[config.mk]
export PLATFORM = sky130hd
export DESIGN_NAME = bta_ctrl
export DESIGN_NICKNAME = d
export VERILOG_FILES = /design/src/bta_pkg.sv /design/src/bta_ctrl.sv
export SDC_FILE = /design/constraint.sdc
export NUM_CORES = 2
export LEC_CHECK = 0
export BUFFER_PORTS_ARGS = -buffer_cell sky130_fd_sc_hd__buf_2
export CAP_MARGIN = 10
export CORE_MARGIN = 1.5
export CORE_UTILIZATION = 35
export DETAILED_ROUTE_END_ITERATION = 10
export RECOVER_POWER = 50
export SYNTH_ARGS = -nofsm -noshare
export SYNTH_HDL_FRONTEND = slang
export SYNTH_SLANG_ARGS = --single-unit
[constraint.sdc]
create_clock -name clock -period 19.7 [get_ports clock]
set_input_delay 0.985 -clock clock [delete_from_list [all_inputs] [get_ports clock]]
set_output_delay 0.985 -clock clock [all_outputs]
set_load 0.01 [all_outputs]
[src/bta_pkg.sv]
// Shared types and constants of the boundary-tag heap allocator.
package bta_pkg;

   // Request kinds.
   localparam logic REQ_ALLOC = 1'b0;
   localparam logic REQ_FREE  = 1'b1;

   // Response status codes.
   localparam logic [1:0] ST_OK   = 2'd0;
   localparam logic [1:0] ST_ZERO = 2'd1;
   localparam logic [1:0] ST_OOM  = 2'd2;

   // Configuration register indexes.
   localparam logic CSR_HEAP_BASE = 1'b0;
   localparam logic CSR_CHUNK     = 1'b1;

   // Tag constants and sizes in bytes.
   localparam logic [31:0] PROLOGUE_TAG = 32'd9;
   localparam logic [31:0] EPILOGUE_TAG = 32'd1;
   localparam logic [31:0] MIN_BLOCK    = 32'd16;
   localparam logic [31:0] ALIGN_MASK   = 32'hFFFF_FFF8;
   localparam int          INIT_CHUNK   = 4096;
   localparam logic [16:0] CHUNK_RESET  = 17'd4096;

   // One access of the tag store, addressed by byte offset.
   typedef struct packed {
      logic        we;
      logic [31:0] addr;
      logic [31:0] wdata;
   } mem_req_type;

   // Finished result handed from the sequencer to the output register.
   typedef struct packed {
      logic        valid;
      logic [31:0] block_address;
      logic [1:0]  status;
   } result_type;

endpackage

[src/bta_ctrl.sv]
// Sequencer that walks, splits and merges the boundary tags in the tag store.
module bta_ctrl #(
   parameter int HEAP_BYTES = 65536
) (
   input  logic                 clock,
   input  logic                 reset,
   input  logic                 req_valid,
   output logic                 req_ready,
   input  logic                 req_type,
   input  logic [23:0]          req_size,
   input  logic [31:0]          free_address,
   input  logic [31:0]          heap_base,
   input  logic [16:0]          chunk_bytes,
   output bta_pkg::mem_req_type mem_req,
   input  logic [31:0]          mem_rdata,
   output bta_pkg::result_type  result,
   input  logic                 result_taken
);
   import bta_pkg::*;

   localparam int TAG_WORDS = HEAP_BYTES / 4;
   localparam int CLR_W     = $clog2(TAG_WORDS);
   localparam logic [CLR_W-1:0] CLR_LAST = CLR_W'(TAG_WORDS - 1);
   localparam logic [32:0] HEAP_LIM = 33'(HEAP_BYTES);
   localparam bit INIT_FITS = (16 + INIT_CHUNK) <= HEAP_BYTES;
   localparam logic [31:0] INIT_SIZE = 32'(INIT_CHUNK);
   localparam int WN = 5;

   localparam logic [3:0] S_CLR    = 4'd0;
   localparam logic [3:0] S_WR     = 4'd1;
   localparam logic [3:0] S_IDLE   = 4'd2;
   localparam logic [3:0] S_FF_RD  = 4'd3;
   localparam logic [3:0] S_FF_CHK = 4'd4;
   localparam logic [3:0] S_GROW   = 4'd5;
   localparam logic [3:0] S_MG_RD  = 4'd6;
   localparam logic [3:0] S_MG_OWN = 4'd7;
   localparam logic [3:0] S_MG_NXT = 4'd8;
   localparam logic [3:0] S_MG_PF  = 4'd9;
   localparam logic [3:0] S_MG_PH  = 4'd10;
   localparam logic [3:0] S_PL_RD  = 4'd11;
   localparam logic [3:0] S_PL     = 4'd12;
   localparam logic [3:0] S_FR_RD  = 4'd13;
   localparam logic [3:0] S_FR_CHK = 4'd14;
   localparam logic [3:0] S_DONE   = 4'd15;

   logic [3:0]       state_ff, state_in;
   logic [3:0]       ret_ff, ret_in;
   logic [CLR_W-1:0] clr_ff, clr_in;
   logic [2:0]       wi_ff, wi_in;
   logic [2:0]       wl_ff, wl_in;
   logic [31:0]      wa_ff [WN];
   logic [31:0]      wa_in [WN];
   logic [31:0]      wd_ff [WN];
   logic [31:0]      wd_in [WN];
   logic [31:0]      brk_ff, brk_in;
   logic [31:0]      bp_ff, bp_in;
   logic [31:0]      a_ff, a_in;
   logic [31:0]      own_ff, own_in;
   logic [31:0]      acc_ff, acc_in;
   logic [31:0]      pb_ff, pb_in;
   logic             nused_ff, nused_in;
   logic             free_ff, free_in;
   logic [31:0]      res_addr_ff, res_addr_in;
   logic [1:0]       res_status_ff, res_status_in;

   logic [31:0] rd_size;
   logic        rd_used;
   logic [17:0] chunk_round;
   logic [31:0] chunk_eff;
   logic [31:0] grow_n;
   logic [31:0] sum_p;
   logic [31:0] next_bp;
   logic [3:0]  after_merge;

   assign rd_size = mem_rdata & ALIGN_MASK;
   assign rd_used = mem_rdata[0];

   // Chunk size rounded up to the alignment, never below a minimum block.
   always_comb begin
      chunk_round = (18'(chunk_bytes) + 18'd7) & ~18'd7;
      chunk_eff   = (chunk_round < 18'd16) ? MIN_BLOCK : 32'(chunk_round);
   end

   assign grow_n      = (a_ff > chunk_eff) ? a_ff : chunk_eff;
   assign sum_p       = acc_ff + rd_size;
   assign next_bp     = bp_ff + rd_size;
   assign after_merge = free_ff ? S_DONE : S_PL_RD;

   // Main sequencer.
   always_comb begin
      state_in      = state_ff;
      ret_in        = ret_ff;
      clr_in        = clr_ff;
      wi_in         = wi_ff;
      wl_in         = wl_ff;
      wa_in         = wa_ff;
      wd_in         = wd_ff;
      brk_in        = brk_ff;
      bp_in         = bp_ff;
      a_in          = a_ff;
      own_in        = own_ff;
      acc_in        = acc_ff;
      pb_in         = pb_ff;
      nused_in      = nused_ff;
      free_in       = free_ff;
      res_addr_in   = res_addr_ff;
      res_status_in = res_status_ff;
      mem_req.we    = 1'b0;
      mem_req.addr  = 32'd0;
      mem_req.wdata = 32'd0;
      req_ready     = 1'b0;

      unique case (state_ff)
         // Zero every word, then lay down the prologue, the first chunk if it fits, and the epilogue.
         S_CLR: begin
            mem_req.we   = 1'b1;
            mem_req.addr = 32'(clr_ff) << 2;
            if (clr_ff == CLR_LAST) begin
               wa_in[0] = 32'd4;
               wd_in[0] = PROLOGUE_TAG;
               wa_in[1] = 32'd8;
               wd_in[1] = PROLOGUE_TAG;
               wa_in[2] = 32'd12;
               if (INIT_FITS) begin
                  wd_in[2] = INIT_SIZE;
                  wa_in[3] = 32'd16 + INIT_SIZE - 32'd8;
                  wd_in[3] = INIT_SIZE;
                  wa_in[4] = 32'd16 + INIT_SIZE - 32'd4;
                  wd_in[4] = EPILOGUE_TAG;
                  wl_in    = 3'd4;
                  brk_in   = 32'd16 + INIT_SIZE;
               end else begin
                  wd_in[2] = EPILOGUE_TAG;
                  wl_in    = 3'd2;
                  brk_in   = 32'd16;
               end
               wi_in    = 3'd0;
               ret_in   = S_IDLE;
               state_in = S_WR;
            end else begin
               clr_in = clr_ff + CLR_W'(1);
            end
         end

         // Play out the queued tag writes, one per cycle.
         S_WR: begin
            mem_req.we    = 1'b1;
            mem_req.addr  = wa_ff[wi_ff];
            mem_req.wdata = wd_ff[wi_ff];
            if (wi_ff == wl_ff) begin
               wi_in    = 3'd0;
               state_in = ret_ff;
            end else begin
               wi_in = wi_ff + 3'd1;
            end
         end

         // Take a request and size it.
         S_IDLE: begin
            req_ready = 1'b1;
            if (req_valid) begin
               res_addr_in   = 32'd0;
               res_status_in = ST_OK;
               if (req_type == REQ_FREE) begin
                  bp_in    = free_address - heap_base;
                  free_in  = 1'b1;
                  state_in = S_FR_RD;
               end else if (req_size == 24'd0) begin
                  res_status_in = ST_ZERO;
                  state_in      = S_DONE;
               end else begin
                  a_in     = (req_size < 24'd8) ? MIN_BLOCK
                           : ((32'(req_size) + 32'd15) & ALIGN_MASK);
                  bp_in    = 32'd8;
                  free_in  = 1'b0;
                  state_in = S_FF_RD;
               end
            end
         end

         // First-fit walk: read the header of the current block.
         S_FF_RD: begin
            if (bp_ff >= brk_ff) begin
               state_in = S_GROW;
            end else begin
               mem_req.addr = bp_ff - 32'd4;
               state_in     = S_FF_CHK;
            end
         end

         S_FF_CHK: begin
            if (rd_size == 32'd0) begin
               state_in = S_GROW;
            end else if (!rd_used && (a_ff <= rd_size)) begin
               state_in = S_PL_RD;
            end else if (next_bp <= bp_ff) begin
               state_in = S_GROW;
            end else begin
               bp_in    = next_bp;
               state_in = S_FF_RD;
            end
         end

         // Extend the break with a new free block and a fresh epilogue, or report out of memory.
         S_GROW: begin
            if (33'(brk_ff) + 33'(grow_n) > HEAP_LIM) begin
               res_status_in = ST_OOM;
               state_in      = S_DONE;
            end else begin
               bp_in    = brk_ff;
               brk_in   = brk_ff + grow_n;
               wa_in[0] = brk_ff - 32'd4;
               wd_in[0] = grow_n;
               wa_in[1] = brk_ff + grow_n - 32'd8;
               wd_in[1] = grow_n;
               wa_in[2] = brk_ff + grow_n - 32'd4;
               wd_in[2] = EPILOGUE_TAG;
               wl_in    = 3'd2;
               wi_in    = 3'd0;
               ret_in   = S_MG_RD;
               state_in = S_WR;
            end
         end

         // Merge: own header, next header, previous footer, previous header.
         S_MG_RD: begin
            mem_req.addr = bp_ff - 32'd4;
            state_in     = S_MG_OWN;
         end

         S_MG_OWN: begin
            own_in       = rd_size;
            mem_req.addr = next_bp - 32'd4;
            state_in     = S_MG_NXT;
         end

         S_MG_NXT: begin
            nused_in     = rd_used;
            acc_in       = own_ff + (rd_used ? 32'd0 : rd_size);
            mem_req.addr = bp_ff - 32'd8;
            state_in     = S_MG_PF;
         end

         S_MG_PF: begin
            pb_in        = bp_ff - rd_size;
            mem_req.addr = bp_ff - rd_size - 32'd4;
            state_in     = S_MG_PH;
         end

         S_MG_PH: begin
            wi_in  = 3'd0;
            wl_in  = 3'd1;
            ret_in = after_merge;
            if (rd_used && nused_ff) begin
               state_in = after_merge;
            end else if (rd_used) begin
               wa_in[0] = bp_ff - 32'd4;
               wd_in[0] = acc_ff;
               wa_in[1] = bp_ff + acc_ff - 32'd8;
               wd_in[1] = acc_ff;
               state_in = S_WR;
            end else if (nused_ff) begin
               wa_in[0] = bp_ff + own_ff - 32'd8;
               wd_in[0] = sum_p;
               wa_in[1] = pb_ff - 32'd4;
               wd_in[1] = sum_p;
               bp_in    = pb_ff;
               state_in = S_WR;
            end else begin
               wa_in[0] = pb_ff - 32'd4;
               wd_in[0] = sum_p;
               wa_in[1] = pb_ff + sum_p - 32'd8;
               wd_in[1] = sum_p;
               bp_in    = pb_ff;
               state_in = S_WR;
            end
         end

         // Place: mark the block used and split off a free tail if large enough.
         S_PL_RD: begin
            mem_req.addr = bp_ff - 32'd4;
            state_in     = S_PL;
         end

         S_PL: begin
            res_addr_in = heap_base + bp_ff;
            wi_in       = 3'd0;
            ret_in      = S_DONE;
            state_in    = S_WR;
            wa_in[0]    = bp_ff - 32'd4;
            if ((rd_size >= a_ff) && (rd_size - a_ff >= MIN_BLOCK)) begin
               wd_in[0] = a_ff | 32'd1;
               wa_in[1] = bp_ff + a_ff - 32'd8;
               wd_in[1] = a_ff | 32'd1;
               wa_in[2] = bp_ff + a_ff - 32'd4;
               wd_in[2] = rd_size - a_ff;
               wa_in[3] = bp_ff + rd_size - 32'd8;
               wd_in[3] = rd_size - a_ff;
               wl_in    = 3'd3;
            end else begin
               wd_in[0] = rd_size | 32'd1;
               wa_in[1] = bp_ff + rd_size - 32'd8;
               wd_in[1] = rd_size | 32'd1;
               wl_in    = 3'd1;
            end
         end

         // Free: check the offset, then the header.
         S_FR_RD: begin
            if ((bp_ff[2:0] == 3'd0) && (bp_ff >= 32'd16) && (bp_ff < brk_ff)) begin
               mem_req.addr = bp_ff - 32'd4;
               state_in     = S_FR_CHK;
            end else begin
               state_in = S_DONE;
            end
         end

         S_FR_CHK: begin
            if (rd_used && (rd_size != 32'd0) &&
                (33'(bp_ff) + 33'(rd_size) - 33'd4 <= 33'(brk_ff))) begin
               wa_in[0] = bp_ff - 32'd4;
               wd_in[0] = rd_size;
               wa_in[1] = next_bp - 32'd8;
               wd_in[1] = rd_size;
               wl_in    = 3'd1;
               wi_in    = 3'd0;
               ret_in   = S_MG_RD;
               state_in = S_WR;
            end else begin
               state_in = S_DONE;
            end
         end

         // Hold the result until the output register takes it.
         S_DONE: begin
            if (result_taken) begin
               state_in = S_IDLE;
            end
         end

         default: begin
            state_in = S_IDLE;
         end
      endcase
   end

   assign result.valid         = (state_ff == S_DONE);
   assign result.block_address = res_addr_ff;
   assign result.status        = res_status_ff;

   // Control state.
   always_ff @(posedge clock) begin
      if (reset) begin
         state_ff <= S_CLR;
         clr_ff   <= '0;
         wi_ff    <= 3'd0;
         brk_ff   <= 32'd16;
      end else begin
         state_ff <= state_in;
         clr_ff   <= clr_in;
         wi_ff    <= wi_in;
         brk_ff   <= brk_in;
      end
   end

   // Working registers.
   always_ff @(posedge clock) begin
      ret_ff        <= ret_in;
      wl_ff         <= wl_in;
      wa_ff         <= wa_in;
      wd_ff         <= wd_in;
      bp_ff         <= bp_in;
      a_ff          <= a_in;
      own_ff        <= own_in;
      acc_ff        <= acc_in;
      pb_ff         <= pb_in;
      nused_ff      <= nused_in;
      free_ff       <= free_in;
      res_addr_ff   <= res_addr_in;
      res_status_ff <= res_status_in;
   end

endmodule

==> results.cfg <==
[yosys]
synthDominantCellAreaShare_pct = 23.7
synth_flop_cell = edfxtp_1
yosysUniqueCellTypes = 107
syn-instance-count = 6116
yosysTopAreaCell = edfxtp_1
ys_ff_latch = 452
synth_edf_count = 402
synthTopCellsByArea = edfxtp_1, ha_1, xnor2_1
ys_warn_count = 0
synth_area_per_cell_um2 = 8.33
synthArstFlopShare_pct = 0
yosysSeqAreaShare_pct = 25.7
syn_area_um2 = 51000

[floorplan]
num_rows = 139
dieWidth_um = 385
dieArea_um2 = 148000
core_um2 = 144000
initial_core_util_pct = 35.4
fp.dieH_um = 385
ioPinCount = 243

[sta]
fmax_mhz = 83.8
finalHoldViolations = 0
slew_headroom_pct = -242
worst_slew_pin_slew_ns = 5.13
setup_viol = 0
fin_crit_sh_pct = 60.6
slew_violations = 711
period_needed_ns = 11.93
tns_ns = 0
finClkSkew_ns = 0.0447
grt_setup_unrepaired = no

[route]
drcViolationCount = 0
first_iter_violations = 5314
drt-total-wl_mm = 248
wl_per_cell_um = 30.0
ant_nets = 0
vias_per_cell = 6.05
first_pass_iters = 9
vias = 50100

[placement]
dpl.cell_count = 8155
io_buffers = 238
dpl.hpwl_mm = 200
place_congestion = 1.02

[clock_tree]
ctsHoldBuffers = 0
clockBufferDepth = 3
cts_root_buf = clkbuf_16
numCtsBuffers = 66
ctsResizeCount = 0
cts_tree = done
htreeDepth = 3
cts.sinks = 452
clk_latency_ns = 0.70
clk_pin_slew_ns = 0.06
cts_setup_buffers = 0

[layout]
synthToLayoutAreaGrowth_pct = 11.3
layoutNonFillerInstCount = 8280
fin_nets = 7054
drive_above_1_share_pct = 7.66

[power]
power_density_nw_per_um2 = 69.6
peakVddDrop_mv = 0.0673
leakagePower_nw = 22.9

[critical_path]
critPathKind = input port to register
cp.required_ns = 20.00
cp_slowest_cell = nor3_2
cpMostUsedCell = o21ai_0
crit_fanout = 54
end_kind = register
cpPeakStageDelay_ns = 0.86
cp_data_arrival_time_ns = 12.23
crit_path_start_kind = input port

[global_route]
grt_start_max_net_pins = 87
antenna_found_initial = 15
grt_usage_pct = 32.6
grt_pass1_vias = 46600
grt_overflow = 0
grt_pass1_wl_mm = 345

[outcome]
status = finished, violations left
failed_checks = max-capacitance violations, max-slew violations

[run]
cap_violations = 20

[min_path]
hold_class = register to register
kinds of logic (layout without fill, tap and decap cells):
family | Yosys count | in the layout | share of synthesized area, %
other cells | 1 | 7 | 0.00736
xor+xnor | 596 | 596 | 10.3
mux | 125 | 125 | 3.29
fa+ha+maj | 592 | 592 | 14.7
flops | 452 | 452 | 25.7
compound gates | 1689 | 1689 | 22.4
buf+inv | 819 | 1074 | 6.13
simple gates | 1842 | 1842 | 17.5
per-layer routing:
metal	part of all wire, %	routed length, um	vias to the layer above	global-route usage (%)
li1	-	-	22900	-
met1	41	102000	24100	42.1
met2	43	108000	2485	50.2
met3	7.7	19200	605	5.04
met4	7.8	19200	4	21.8
met5	0.010	26	-	0
power breakdown:
part | switching [mW] | internal (mW)
Sequential | 0.0657 | 1.24
Combinational | 0.906 | 0.445
Clock | 0.542 | 0.752
Total | 1.51 | 2.44
final timing paths:
check / startpoint / endpoint / slack, ns / depth (start not counted)
min: clr_ff[1]$_SDFFE_PP0P_ / clr_ff[1]$_SDFFE_PP0P_ / 0.51 / 2
max: chunk_bytes[1] / wa_ff[124]$_DFFE_PP_ / 7.77 / 34
max reg2reg: bp_ff[3]$_DFFE_PP_ / wa_ff[124]$_DFFE_PP_ / 8.25 / 31
min reg2reg: clr_ff[1]$_SDFFE_PP0P_ / clr_ff[1]$_SDFFE_PP0P_ / 0.51 / 2
final cells by class:
cell class	count	area, um2
fillers	15000	87300
multi-input cells	4846	34900
flip-flops and latches	452	13100
well taps	1903	2380
inverters	586	2200
repair buffers	368	1920
clock buffers	81	1760
clock inverters	39	498
diodes	5	12.5
flip-flops by register name, indices dropped and copies added (netlist names), 2 cells and up:
name,count
clr_ff,14
res_addr_ff,32
bp_ff,32
own_ff,29
brk_ff,29
acc_ff,29
state_ff,4
wd_ff,89
wa_ff,128
ret_ff,2
res_status_ff,2
pb_ff,32
a_ff,22
wl_ff,3
wi_ff,3
metrics by stage:
stage                     hold WS, ns  cell area, um2  utilization (%)  setup slack [ns]  power (mW)
after detailed placement        0.495           54700             38.0              7.34        2.65
final                           0.513           56700             39.4              7.77        3.95
after CTS                       0.503           57000             39.6              8.00        3.95
after global routing            0.545           56700             39.4              6.89        4.09
after floorplan                 0.467           51000                -              4.77        2.15
after global placement          0.479           54700             38.0              7.37        2.64
worst max-delay path, delay by kind of cell:
| kind | cells | cell delay (ns) |
|---|---|---|
| AO/OA/AOI/OAI | 19 | 5.90 |
| adder cells (fa/ha/maj) | 2 | 0.57 |
| buffers and inverters | 3 | 1.15 |
| AND/OR/NAND/NOR | 10 | 3.46 |
synthesized netlist by cell type (23+ instances only):
library cell and instances:
ha_1 579, inv_1 569, nor2_1 558, nand2_1 430
xnor2_1 425, a21oi_1 409, edfxtp_1 402, o21ai_0 301
clkbuf_1 178, nor3_1 171, xor2_1 170, a21o_1 164
nand3_1 132, a211oi_1 101, and2_1 73, mux2i_1 73
nand4_1 73, nor4_1 72, o221ai_1 65, o21a_1 62
o211ai_1 61, nor2b_1 55, o22ai_1 55, and3_1 51
a31oi_1 50, dfxtp_1 50, nand2b_1 46, or3_1 46
a22oi_1 44, o21bai_1 42, a221o_1 34, mux4_2 32
a221oi_1 27, buf_1 27, o31ai_1 25, buf_2 23
cell usage in the layout, fill, tap and decap left out, types with 42 or more instances in the layout:
cell       count
a211oi_1     100
a21o_1       164
a21oi_1      408
a22oi_1       44
a31oi_1       50
and2_1        60
and3_1        51
buf_2        144
buf_4         96
clkbuf_1     140
clkbuf_16     68
dfxtp_1       47
edfxtp_1     402
ha_1         579
inv_1        569
mux2i_1       73
nand2_1      428
nand2b_1      46
nand3_1      132
nand4_1       73
nor2_1       553
nor2b_1       54
nor3_1       168
nor4_1        71
o211ai_1      61
o21a_1        62
o21ai_0      303
o21bai_1      42
o221ai_1      65
o22ai_1       55
or3_1         46
xnor2_1      425
xor2_1       170
Power figures use the tool's default switching activity.
